`src/rtl/irms_pkg.sv`:
```
`timescale 1ns / 1ps
package irms_pkg;

   // default sizing
   localparam int MaxPixelsDefault  = 4194304;
   localparam int SampleBitsDefault = 8;

   // fixed field widths
   localparam int SampleW    = 8;
   localparam int DimW       = 13;
   localparam int CsrDataW   = 13;
   localparam int CsrIndexW  = 3;
   localparam int RmsW       = 17;
   localparam int QuoW       = 34;
   localparam int RootSteps  = 17;
   localparam int RootCntW   = 5;

   localparam logic [RmsW-1:0] RmsOne = 17'h10000;

   typedef enum logic [CsrIndexW-1:0] {
      REG_MAX_A    = 3'd0,
      REG_MAX_B    = 3'd1,
      REG_WIDTH_A  = 3'd2,
      REG_HEIGHT_A = 3'd3,
      REG_WIDTH_B  = 3'd4,
      REG_HEIGHT_B = 3'd5
   } csr_index_type;

   typedef struct packed {
      logic load_pixel;
      logic products;
      logic squares;
      logic accumulate;
      logic den_prod;
      logic den_square;
      logic den_count;
      logic den_final;
      logic div_step;
      logic root_init;
      logic root_step;
      logic finish;
   } dp_cmd_type;

   typedef struct packed {
      logic last_pixel;
      logic size_error;
   } dp_status_type;

endpackage

```
`src/rtl/irms_ctrl.sv`:
```
`timescale 1ns / 1ps
module irms_ctrl import irms_pkg::*; #(
   parameter int DIV_STEPS = 89
) (
   input  logic          clock,
   input  logic          reset,
   input  logic          req_valid,
   output logic          req_ready,
   output logic          rsp_valid,
   input  logic          rsp_ready,
   input  dp_status_type status,
   output dp_cmd_type    cmd
);

   localparam int DivCntW = $clog2(DIV_STEPS);

   typedef enum logic [11:0] {
      S_IDLE   = 12'b000000000001,
      S_PROD   = 12'b000000000010,
      S_SQR    = 12'b000000000100,
      S_ACC    = 12'b000000001000,
      S_DEN1   = 12'b000000010000,
      S_DEN2   = 12'b000000100000,
      S_DEN3   = 12'b000001000000,
      S_DEN4   = 12'b000010000000,
      S_DIV    = 12'b000100000000,
      S_RINIT  = 12'b001000000000,
      S_ROOT   = 12'b010000000000,
      S_FINISH = 12'b100000000000
   } state_type;

   state_type            state_ff, state_in;
   logic [DivCntW-1:0]   div_cnt_ff, div_cnt_in;
   logic [RootCntW-1:0]  root_cnt_ff, root_cnt_in;
   logic                 out_valid_ff, out_valid_in;

   // sequence one pixel; on the last one, build the denominator, divide and root unless the sizes mismatch
   always_comb begin
      state_in    = state_ff;
      div_cnt_in  = div_cnt_ff;
      root_cnt_in = root_cnt_ff;
      cmd         = '0;
      req_ready   = 1'b0;
      unique case (state_ff)
         S_IDLE: begin
            req_ready = 1'b1;
            if (req_valid) begin
               cmd.load_pixel = 1'b1;
               state_in       = S_PROD;
            end
         end
         S_PROD: begin
            cmd.products = 1'b1;
            state_in     = S_SQR;
         end
         S_SQR: begin
            cmd.squares = 1'b1;
            state_in    = S_ACC;
         end
         S_ACC: begin
            cmd.accumulate = 1'b1;
            if (!status.last_pixel) state_in = S_IDLE;
            else if (status.size_error) state_in = S_FINISH;
            else state_in = S_DEN1;
         end
         S_DEN1: begin
            cmd.den_prod = 1'b1;
            state_in     = S_DEN2;
         end
         S_DEN2: begin
            cmd.den_square = 1'b1;
            state_in       = S_DEN3;
         end
         S_DEN3: begin
            cmd.den_count = 1'b1;
            state_in      = S_DEN4;
         end
         S_DEN4: begin
            cmd.den_final = 1'b1;
            div_cnt_in    = DivCntW'(DIV_STEPS - 1);
            state_in      = S_DIV;
         end
         S_DIV: begin
            cmd.div_step = 1'b1;
            div_cnt_in   = div_cnt_ff - DivCntW'(1);
            if (div_cnt_ff == '0) state_in = S_RINIT;
         end
         S_RINIT: begin
            cmd.root_init = 1'b1;
            root_cnt_in   = RootCntW'(RootSteps - 1);
            state_in      = S_ROOT;
         end
         S_ROOT: begin
            cmd.root_step = 1'b1;
            root_cnt_in   = root_cnt_ff - RootCntW'(1);
            if (root_cnt_ff == '0) state_in = S_FINISH;
         end
         S_FINISH: begin
            // wait for the output register to free up
            if (!out_valid_ff || rsp_ready) begin
               cmd.finish = 1'b1;
               state_in   = S_IDLE;
            end
         end
         default: state_in = S_IDLE;
      endcase
   end

   assign out_valid_in = cmd.finish | (out_valid_ff & ~rsp_ready);
   assign rsp_valid    = out_valid_ff;

   always_ff @(posedge clock) begin
      if (reset) begin
         state_ff     <= S_IDLE;
         div_cnt_ff   <= '0;
         root_cnt_ff  <= '0;
         out_valid_ff <= 1'b0;
      end else begin
         state_ff     <= state_in;
         div_cnt_ff   <= div_cnt_in;
         root_cnt_ff  <= root_cnt_in;
         out_valid_ff <= out_valid_in;
      end
   end

   a_rise_after_finish: assert property (@(posedge clock) disable iff (reset)
      $rose(out_valid_ff) |-> $past(state_ff == S_FINISH))
      else $error("result appeared without a finish step");

   a_accept_starts: assert property (@(posedge clock) disable iff (reset)
      (req_valid && req_ready) |=> state_ff == S_PROD)
      else $error("accepted beat did not start the pixel sequence");

   a_div_ends: assert property (@(posedge clock) disable iff (reset)
      (state_ff == S_DIV && div_cnt_ff == '0) |=> state_ff == S_RINIT)
      else $error("divide did not end on its last step");

   a_root_ends: assert property (@(posedge clock) disable iff (reset)
      (state_ff == S_ROOT && root_cnt_ff == '0) |=> state_ff == S_FINISH)
      else $error("root did not end on its last step");

endmodule

```
`config.mk`:
```
export PLATFORM = sky130hd
export DESIGN_NAME = irms_ctrl
export DESIGN_NICKNAME = d
export VERILOG_FILES = /design/src/rtl/irms_pkg.sv /design/src/rtl/irms_ctrl.sv
export SDC_FILE = /design/constraint.sdc
export NUM_CORES = 1
export LEC_CHECK = 0
export BUFFER_PORTS_ARGS = -buffer_cell sky130_fd_sc_hd__buf_2
export CAP_MARGIN = 20
export CORE_UTILIZATION = 40
export DETAILED_ROUTE_END_ITERATION = 12
export GPL_TIMING_DRIVEN = 0
export PLACE_DENSITY = 0.66
export SYNTH_ARGS = -nofsm -noshare
export SYNTH_HDL_FRONTEND = slang
export SYNTH_SLANG_ARGS = --single-unit
```
`constraint.sdc`:
```
create_clock -name clock -period 1.97 [get_ports clock]
set_input_delay 0.0985 -clock clock [delete_from_list [all_inputs] [get_ports clock]]
set_output_delay 0.0985 -clock clock [all_outputs]
set_load 0.01 [all_outputs]
```
# Yosys cells after proc, flatten, opt, wreduce, memory -nomap -nowiden
# Index checks and enable logic that the tools add are counted.
# totals
latch_bits	0
elab_cells	56
mem_bits_rw	0
output_inout_bits	14
in_bits	6
n_memories	0
reg_bits	25
romBits	0
# classes
n_eq_ne	16
n_addsub	2
n_div	0
multipliers	0
n_mux	24
order_cmp	0
n_bitwise	3
shift	0
n_reduce_logical	7
# op_table
op	count
one-hot mux 12 bit (12 select lines)	1
two-way mux 12 bit	6
two-way mux 1 bit	15
one-hot mux 7 bit (2 select lines)	1
equality test 12 x 1 -> 1 bit, second input constant	1
equality test 12 x 10 -> 1 bit, second input constant	1
equality test 12 x 11 -> 1 bit, second input constant	1
equality test 12 bit, second input constant	1
equality test 12 x 2 -> 1 bit, second input constant	1
equality test 12 x 3 -> 1 bit, second input constant	1
equality test 12 x 4 -> 1 bit, second input constant	1
equality test 12 x 5 -> 1 bit, second input constant	1
equality test 12 x 6 -> 1 bit, second input constant	1
equality test 12 x 7 -> 1 bit, second input constant	1
equality test 12 x 8 -> 1 bit, second input constant	1
equality test 12 x 9 -> 1 bit, second input constant	1
one-hot mux 5 bit (2 select lines)	1
!= test 2 bit, second input constant	4
logical NOT 7 bit	1
subtractor 7 x 1 -> 7 bit, second input constant	1
logical NOT 5 bit	1
subtractor 5 x 1 -> 5 bit, second input constant	1
AND reduction 4 bit	1
nonzero test 2 bit	2
other kinds (5)	5

# Depth between registers and ports, before layout
# Gate-level depths: netlist of the first run.
# logic_depth
depth_word	5
ltp_mapped	6
mapped_depth_nobuf	6

# Worst setup path before layout of the first run
# Ideal clock, no wire load.
# synth_path
path_kind	reg2reg
from	register state_ff[1]
to	register state_ff[7]
arrival_ns	1.940
t_required_ns	1.897
setup_ns	0.073
setup_slack_ns	-0.043
path_buffers	1
synth_period_minus_slack_ns	2.013
stages_incl_launch_ff	6
cell_sequence	dfxtp_1 or4_1 buf_2 or3_4 nor4b_2 nor3b_2
# synth_via
elab_chain_len	3
word_cells_on_any_way	18
cone_classes	eq/ne (16); mux (1); reduce/logical (1)
# synth_rtl
item	line	source
start: declaration	irms_ctrl.sv:32	state_type state_ff, state_in;
start signal: assignment	irms_ctrl.sv:119	state_ff <= state_in;
equality test 12 bit (tied with other cells)	irms_ctrl.sv:44	unique case (state_ff)
!= test 2 bit (no line)	-	
AND reduction 4 bit (no line)	-	
# Several ways; a longest one is shown, not always the timed one.
# A chain may end at the register's enable or synchronous reset.

==> results of run 1 <==
==> synthesized netlist by cell type (3+ instances only) <==
cell type,instances
clkbuf_1,5
nand3_1,3
a21oi_1,11
nand2b_1,3
a211oi_1,3
nor4b_2,3
nor3b_1,4
inv_1,11
nor3_1,8
nor4_1,9
nand4_1,7
buf_2,4
nor4b_1,3
o211ai_1,3
dfxtp_1,25
xor2_1,4
nor2_1,13
nand2_1,7
o21ai_0,6
==> worst max-delay path, cell delays in order, from the launching register on <==
cell and delay [ns]:
dfxtp_4 0.37, or4_4 0.53, or3_4 0.44, nor4b_4 0.30, buf_2 0.17
==> area by class of cell <==
class | count | share of cell area
multi-input cells | 122 | 0.5105
plain buffers | 2 | 0.007173
well taps | 46 | 0.02750
flip-flops and latches | 25 | 0.2540
inverters | 11 | 0.01973
repair buffers | 49 | 0.1668
clock buffers | 3 | 0.01076
clock inverters | 1 | 0.003586
==> worst paths after layout <==
| kind | from | slack [ns] | end |
|---|---|---|---|
| worst max register to register | state_ff[0] | 0.03 | root_cnt_ff[4] |
| worst max-delay path | state_ff[0] | -0.26 | cmd[7] |
| worst min-delay path | rsp_ready | 0.11 | rsp_valid |
| worst min register to register | root_cnt_ff[3] | 0.53 | root_cnt_ff[3] |
==> cells by family after synthesis <==
family	share of synthesized area
xor gates and xnor gates	0.03665
buffers and inverters	0.05585
muxes	0.006981
DFF	0.3490
and+or+nand+nor	0.3613
AOI/OAI and AO/OA	0.1728
adders and majority gates	0.01745
==> cells in the final DEF (no fill, tap or decap), types with 2 or more instances in the layout <==
cell type,count
a211oi_1,3
a21oi_1,11
a311oi_1,2
and2_1,2
buf_2,18
buf_4,23
buf_6,6
clkbuf_4,3
dfxtp_1,16
dfxtp_4,8
dlygate4sd3_1,3
inv_1,9
inv_2,2
nand2_1,5
nand2_2,2
nand2b_1,2
nand3_1,2
nand3b_1,2
nand4_1,7
nor2_1,11
nor2_4,2
nor3_1,8
nor3b_1,4
nor4_1,4
nor4_4,6
nor4b_2,2
nor4b_4,4
o211ai_1,3
o21ai_0,4
o21ai_1,2
or3_1,2
or4_4,2
or4b_4,3
xnor2_1,2
xor2_1,4
==> where the power goes <==
| part | total (mW) | switching (mW) | internal [mW] |
|---|---|---|---|
| Combinational | 0.303 | 0.156 | 0.147 |
| Clock | 0.242 | 0.165 | 0.0776 |
| Sequential | 0.518 | 0.00662 | 0.511 |
==> what timing repair did <==
item / 4_1_cts / 5_1_grt
hold buffers: 3 / 0
setup endpoints to repair: 36 / 29
hold endpoints to repair: 4 / 0
resized for setup: 33 / 31
pin swaps: 6 / 18
buffers inserted: 19 / 9
==> registers in the layout, summed over array words and instances (netlist names) <==
| register | count |
|---|---|
| state_ff | 12 |
| root_cnt_ff | 5 |
| div_cnt_ff | 7 |
| rsp_valid | 1 |
==> stage by stage <==
step / hold WS, ns / cell area (um^2) / power [mW] / setup WS, ns
2_1_floorplan: 0.1713 / 1443 / 0.6421 / -0.02108
3_3_place_gp: 0.2779 / 1595 / 0.6840 / -0.2863
3_5_place_dp: 0.2878 / 1595 / 0.6869 / -0.3253
4_1_cts: 0.09600 / 1916 / 1.032 / -0.2714
5_1_grt: 0.1284 / 2093 / 1.112 / -0.3329
6_report: 0.1068 / 2093 / 1.063 / -0.2581
==> layer usage <==
metal  GRT usage  up-vias  share of wire
met2      0.3717       32           0.50
met1      0.2683      722           0.44
met4     0.04762        0          0.016
met3     0.04969        6          0.043
met5           0        -              0
li1            -      726              -
==> reports/qor.yml, run 1 <==
outcome: "finished with violations"
violations: "negative setup slack"
clk_latency_ns: 0.33
finalSetupViolCount: 6
cp_max_fo: 4
grt_pass1_wl_mm: 6.058
crit_type: "flop to primary output"
wl_per_cell_um: 16.22
r2r_cells: 8
rows: 21
fin_skew_ns: 0.01410
hold_viol_final: 0
start_util: 0.4230
drc: 0
final-seq-area_um2: 531.8
arrival_ns: 2.13
synthCells: 167
syn_to_final_growth_pct: 45.99
p_leak_nw: 0.8266
io-pin-count: 20
nets: 222
worst_ep_required_time_ns: 1.87
async_flop_share: 0
ir_worst_vdd_mv: 0.3829
ys_warn_count: 0
fp.dieW_um: 61.87
rsz0062_at_grt: "yes"
clockBufferDepth: 2
worst_pin_slew_ns: 0.5682
globalRouteOverflowTotal: 0
tns_ns: -0.9279
n_fill_cell: 280
drv_slew: 0
fin_crit_sh: 1.131
avgSynthCellArea_um2: 8.586
seq_area_frac_synth: 0.3490
synth_ff_type: "dfxtp_1"
placedCellCount: 232
first_iter_violations: 69
startpoint_type: "flop"
cts_tree: "done"
multi_input_area_um2: 1069
via_per_inst: 5.737
timing.final.ws_setup_ns: -0.2581
hold_depth: 4
wl_mm: 4.202
cts_root_buffer: "clkbuf_4"
synth_top_area_share: 0.3490
hpwl_mm: 2.415
clk_pin_slew_ns: 0.15
synth_top_cells_by_area: "dfxtp_1, nor4_1, a21oi_1"
layout-drive-gt1-share: 0.4507
coreArea_um2: 3390
grt_max_degree: 16
fin_crit_ns: 2.228
maxCapViolations: 0
cts_max_level: 1
drtAntennaViolNets: 0
first_global_vias: 1334
antenna_cells: 0
via_count: 1486
synth_largest_area_cell: "dfxtp_1"
dieHeight_um: 61.87
firstDrtPassIters: 4
finish.utilization: 0.6176
grtUsageTotal: 0.2136
clock-sinks: 25
netlist_area_um2: 1434
die_area_um2: 3828
fin_cells: 259
syn-num-nets: 175
synth_cell_types: 45
p_per_area_nw_per_um2: 507.8
cp-end-kind: "primary output"
cts_buffers: 3
max-slew-margin-rel: 0.6212
fmax_mhz: 448.8
hold_path.class: "input pin to flop"
synth_edf_count: 0
synth-seq-cells: 25
antenna_found_initial: 0
globalplace.congestion: 0.8081
portBuffers: 19
No activity file was read; power rests on OpenSTA's default activity.
==> run 2, diff against run 1 <==
==> constraint.sdc (replaced) <==
create_clock -name clock -period 1.97 [get_ports clock]
set_input_delay 0.2955 -clock clock [delete_from_list [all_inputs] [get_ports clock]]
set_output_delay 0.2955 -clock clock [all_outputs]
set_load 0.01 [all_outputs]
==> run 2 against run 1 <==
  * The flow still finishes with violations (negative setup slack)
  * Register-to-register slack worse by 0.33 ns
  * First-iteration DRC count is 46% higher
  * Fmax is 9.0% lower
  * Worst hold slack better by 0.013 ns
  * Design area is 6.9% higher
  * Critical path depth stayed put
  * Non-clock buffer count is 10 higher
  * Die area stayed put
  * Count of clock-buffer cells in the layout stayed put
  * Wire length is 15% higher
  * Critical path type unchanged
  * Largest cell class unchanged
==> reports/qor.yml, run 2 (synthesis gave the netlist of run 1 again) <==
outcome: "finished with violations"
violations: "negative setup slack"
portBuffers: 19
via_count: 1590
final_common_cell: "buf_4"
cp-end-kind: "primary output"
drc: 0
fp.dieW_um: 61.87
clk_pin_slew_ns: 0.14
fin_crit_sh: 1.242
maxCapViolations: 0
rsz0062_at_grt: "yes"
top_regs: "state_ff (12), div_cnt_ff (7), root_cnt_ff (5)"
p_per_area_nw_per_um2: 507.7
p_leak_nw: 0.8968
antenna_found_initial: 0
fmax_mhz: 408.6
cts_root_buffer: "clkbuf_4"
clk_latency_ns: 0.34
via_per_inst: 5.911
grt_max_degree: 16
max-slew-margin-rel: 0.6020
drtAntennaViolNets: 0
hpwl_mm: 2.415
cts_buffers: 3
dieHeight_um: 61.87
largest_reg_flops: 12
busiest_layer: "met2"
globalRouteOverflowTotal: 0
nets: 232
finalSetupViolCount: 16
syn_to_final_growth_pct: 56.11
worst_pin_slew_ns: 0.5970
n_fill_cell: 249
ir_worst_vdd_mv: 0.3611
clock-sinks: 25
antenna_cells: 0
cts_max_level: 1
fin_crit_ns: 2.447
tns_ns: -3.777
groute.layer.met3.usage: 0.05383
cp_max_fo: 8
place_area_um2: 1595
hold_viol_final: 0
drv_slew: 0
crit_type: "flop to primary output"
firstDrtPassIters: 4
fin_skew_ns: 0.01140
grt_util_met2: 0.4009
final_cell_mix: "buf_4, buf_2, dfxtp_1, buf_6, nor2_1"
slowest_delay_ns: 0.46
first_global_vias: 1399
placedCellCount: 232
arrival_ns: 2.15
start_util: 0.4230
cts_tree: "done"
whs_ns: 0.1195
layout-drive-gt1-share: 0.5112
critPathTopFamily: "simple AND/OR/NAND/NOR gates"
startpoint_type: "flop"
io-pin-count: 20
worst_ep_required_time_ns: 1.67
finish.utilization: 0.6604
grt_pass1_wl_mm: 6.534
fin_area_um2: 2238
crit_slowest_cell: "or4_4"
met1_usage: 0.2935
largest-register: "state_ff"
first_iter_violations: 101
timing.final.ws_setup_ns: -0.4775
globalplace.congestion: 0.8081
coreArea_um2: 3390
wl_per_cell_um: 17.96
fin_cells: 269
wl_mm: 4.831
hold_path.class: "input pin to flop"
die_area_um2: 3828
clockBufferDepth: 2
grtUsageTotal: 0.2313
crit_chain: "or4_4 > or3_4 > nor4b_4 > buf_2"
rows: 21
cp.buffers_inverters: 1
run 2: what timing repair did:
item,4_1_cts,5_1_grt
gates resized for setup,50,30
hold buffers,0,0
endpoints found under the hold margin,0,0
setup buffers,31,13
pin swaps,12,17
endpoints found under the setup margin,36,29
run 2: power breakdown:
part | switching [mW] | internal [mW]
logic | 0.176 | 0.191
clock network | 0.173 | 0.0779
registers | 0.00700 | 0.511
run 2: worst reg2reg max path, delay by kind of cell (launching register included):
family / cells / cell delay [ns]
buffers and inverters: 9 / 0.91
and+or+nand+nor: 2 / 0.57
DFF: 1 / 0.45
AOI/OAI and AO/OA: 2 / 0.28
run 2: metrics by stage:
stage	power [mW]	setup slack [ns]
after floorplan	0.6421	-0.03439
after global placement	0.6840	-0.3865
after detailed placement	0.6869	-0.4722
after CTS	1.085	-0.4684
after global routing	1.173	-0.5353
final	1.136	-0.4775
run 2: layout make-up:
cell class	instances	area [um^2]	area share
clock buffer	3	22.52	0.01006
timing repair buffer	59	445.4	0.1990
buffer	2	15.01	0.006708
inverter	11	43.79	0.01956
tap	46	57.56	0.02571
sequential	25	533.0	0.2381
clock inverter	1	7.507	0.003354
multi-input combinational	122	1114	0.4975
run 2: layer usage:
layer / wire length (um) / vias to the layer above
met5: 0 / -
met3: 286 / 14
li1: - / 744
met4: 126 / 0
met1: 1963 / 762
met2: 2455 / 70
run 2: worst paths after layout:
| kind | from | endpoint | slack (ns) | depth (start not counted) |
|---|---|---|---|---|
| max | state_ff[3] | cmd[7] | -0.48 | 4 |
| min | status[0] | state_ff[4] | 0.12 | 2 |
| max reg2reg | state_ff[3] | state_ff[11] | -0.30 | 13 |
| min reg2reg | div_cnt_ff[4] | div_cnt_ff[4] | 0.53 | 1 |
==> run 3, diff against run 2 <==
TNS_END_PERCENT = 30   (was default)
==> run 3 against run 2 <==
  * The flow still finishes with violations (negative setup slack)
  * Clock power hardly changed
  * Die area stayed put
  * Wire length is 18% lower
  * Register-to-register slack better by 0.24 ns
  * Fmax is 0.42% lower
  * Global-route usage is 1.9 points lower
  * Critical path type unchanged
  * Highest routed layer unchanged
==> reports/qor.yml, run 3 (synthesis gave the netlist of run 1 again) <==
finish.utilization: 0.5855
cts_max_level: 1
antenna_found_initial: 0
fin_area_um2: 1984
cts_tree: "done"
hold_depth: 2
dieHeight_um: 61.87
clk_pin_slew_ns: 0.14
ctsHoldBuffers: 0
outcome: "finished with violations"
hpwl_mm: 2.415
cp-startpoint: "state_ff[0]"
clock-sinks: 25
largest-register: "state_ff"
grt_pass1_wl_mm: 6.016
top_regs: "state_ff (12), div_cnt_ff (7), root_cnt_ff (5)"
rr_endpoint: "state_ff[0]"
via_per_inst: 5.768
maxCapViolations: 0
final_common_cell: "buf_4"
syn_to_final_growth_pct: 38.39
globalplace.congestion: 0.8081
whs_ns: 0.1232
antenna_cells: 0
drc: 0
p_leak_nw: 0.7961
place_area_um2: 1595
n_fill_cell: 294
p_per_area_nw_per_um2: 525.0
globalRouteOverflowTotal: 0
timing.final.ws_setup_ns: -0.4879
violations: "negative setup slack"
fmax_mhz: 406.9
hold_viol_final: 0
fin_crit_sh: 1.248
startpoint_type: "flop"
max-slew-margin-rel: 0.5789
first_global_vias: 1281
grtUsageTotal: 0.2118
firstDrtPassIters: 4
finalSetupViolCount: 22
cts_buffers: 3
layout-drive-gt1-share: 0.4183
worst_pin_slew_ns: 0.6294
crit_type: "flop to primary output"
fin_skew_ns: 0.01186
coreArea_um2: 3390
worst_ep_required_time_ns: 1.67
via_count: 1465
ir_worst_vdd_mv: 0.3663
holdPathEnd: "state_ff[4]"
wl_per_cell_um: 15.61
nets: 217
grt_max_degree: 16
r2r_cells: 5
portBuffers: 19
fin_crit_ns: 2.458
ff2ff_setup_slack_ns: -0.06
final_cell_mix: "buf_4, buf_2, dfxtp_1, nor2_1, a21oi_1"
hold_path.class: "input pin to flop"
timing.rr.start: "state_ff[1]"
start_util: 0.4230
first_iter_violations: 76
drv_slew: 0
clk_latency_ns: 0.33
die_area_um2: 3828
arrival_ns: 2.16
hold_start: "status[0]"
rsz0062_at_grt: "yes"
cts_root_buffer: "clkbuf_4"
cp-end-kind: "primary output"
fp.dieW_um: 61.87
largest_reg_flops: 12
wl_mm: 3.964
io-pin-count: 20
drtAntennaViolNets: 0
rows: 21
clockBufferDepth: 2
cp_max_fo: 4
power_mw: 1.042
==> run 3: cell types whose count changed in the layout (fill, tap and decap cells not counted), sizes merged <==
cell,delta
buf,-15
==> run 3: power by group <==
group	internal [mW]	total, mW	switching (mW)
clock network	0.0777	0.249	0.171
logic	0.134	0.275	0.141
registers	0.511	0.518	0.00688
total	0.723	1.04	0.319
==> run 3: stage by stage <==
step                setup slack [ns]  std cells  setup TNS (ns)
floorplan                   -0.03439        167         -0.1224
global placement             -0.3865        232          -5.547
detailed placement           -0.4722        232          -6.736
CTS                          -0.4684        245          -4.297
global route                 -0.5576        254          -7.131
finish                       -0.4879        254          -4.560
==> run 3: what timing repair did <==
item                       in CTS  in global routing
setup endpoints to repair      36                 28
pin swaps                       9                 11
setup buffers                  14                 11
gates resized for setup        36                 13
==> run 3: cell type report <==
cell class,instances,area (um^2),share of cell area
plain buffers,2,15.01,0.007566
clock buffers,3,22.52,0.01135
clock inverters,1,7.507,0.003783
inverters,11,41.29,0.02081
multi-input cells,122,996.0,0.5019
flip-flops and latches,25,531.8,0.2680
well taps,46,57.56,0.02900
repair buffers,44,312.8,0.1576
==> run 3: worst max path at each step <==
stage | to | slack (ns) | depth (start not counted)
after floorplan | cmd[6] | -0.03 | 4
after global placement | cmd[2] | -0.39 | 4
after detailed placement | cmd[2] | -0.47 | 4
after CTS | cmd[5] | -0.47 | 5
after global routing | cmd[5] | -0.56 | 4
final | cmd[5] | -0.49 | 4
==> run 3: critical path, stage by stage, from the launching register on <==
cell     delay (ns)
dfxtp_4        0.37
or4_4          0.54
or3_4          0.44
nor4b_4        0.31
buf_2          0.17
==> run 3: layer usage <==
layer	GRT usage	vias up	wire [um]
met5	0	-	0
met4	0.04127	0	101
met3	0.04969	8	198
met2	0.3548	48	1871
met1	0.2796	693	1793
li1	-	716	-
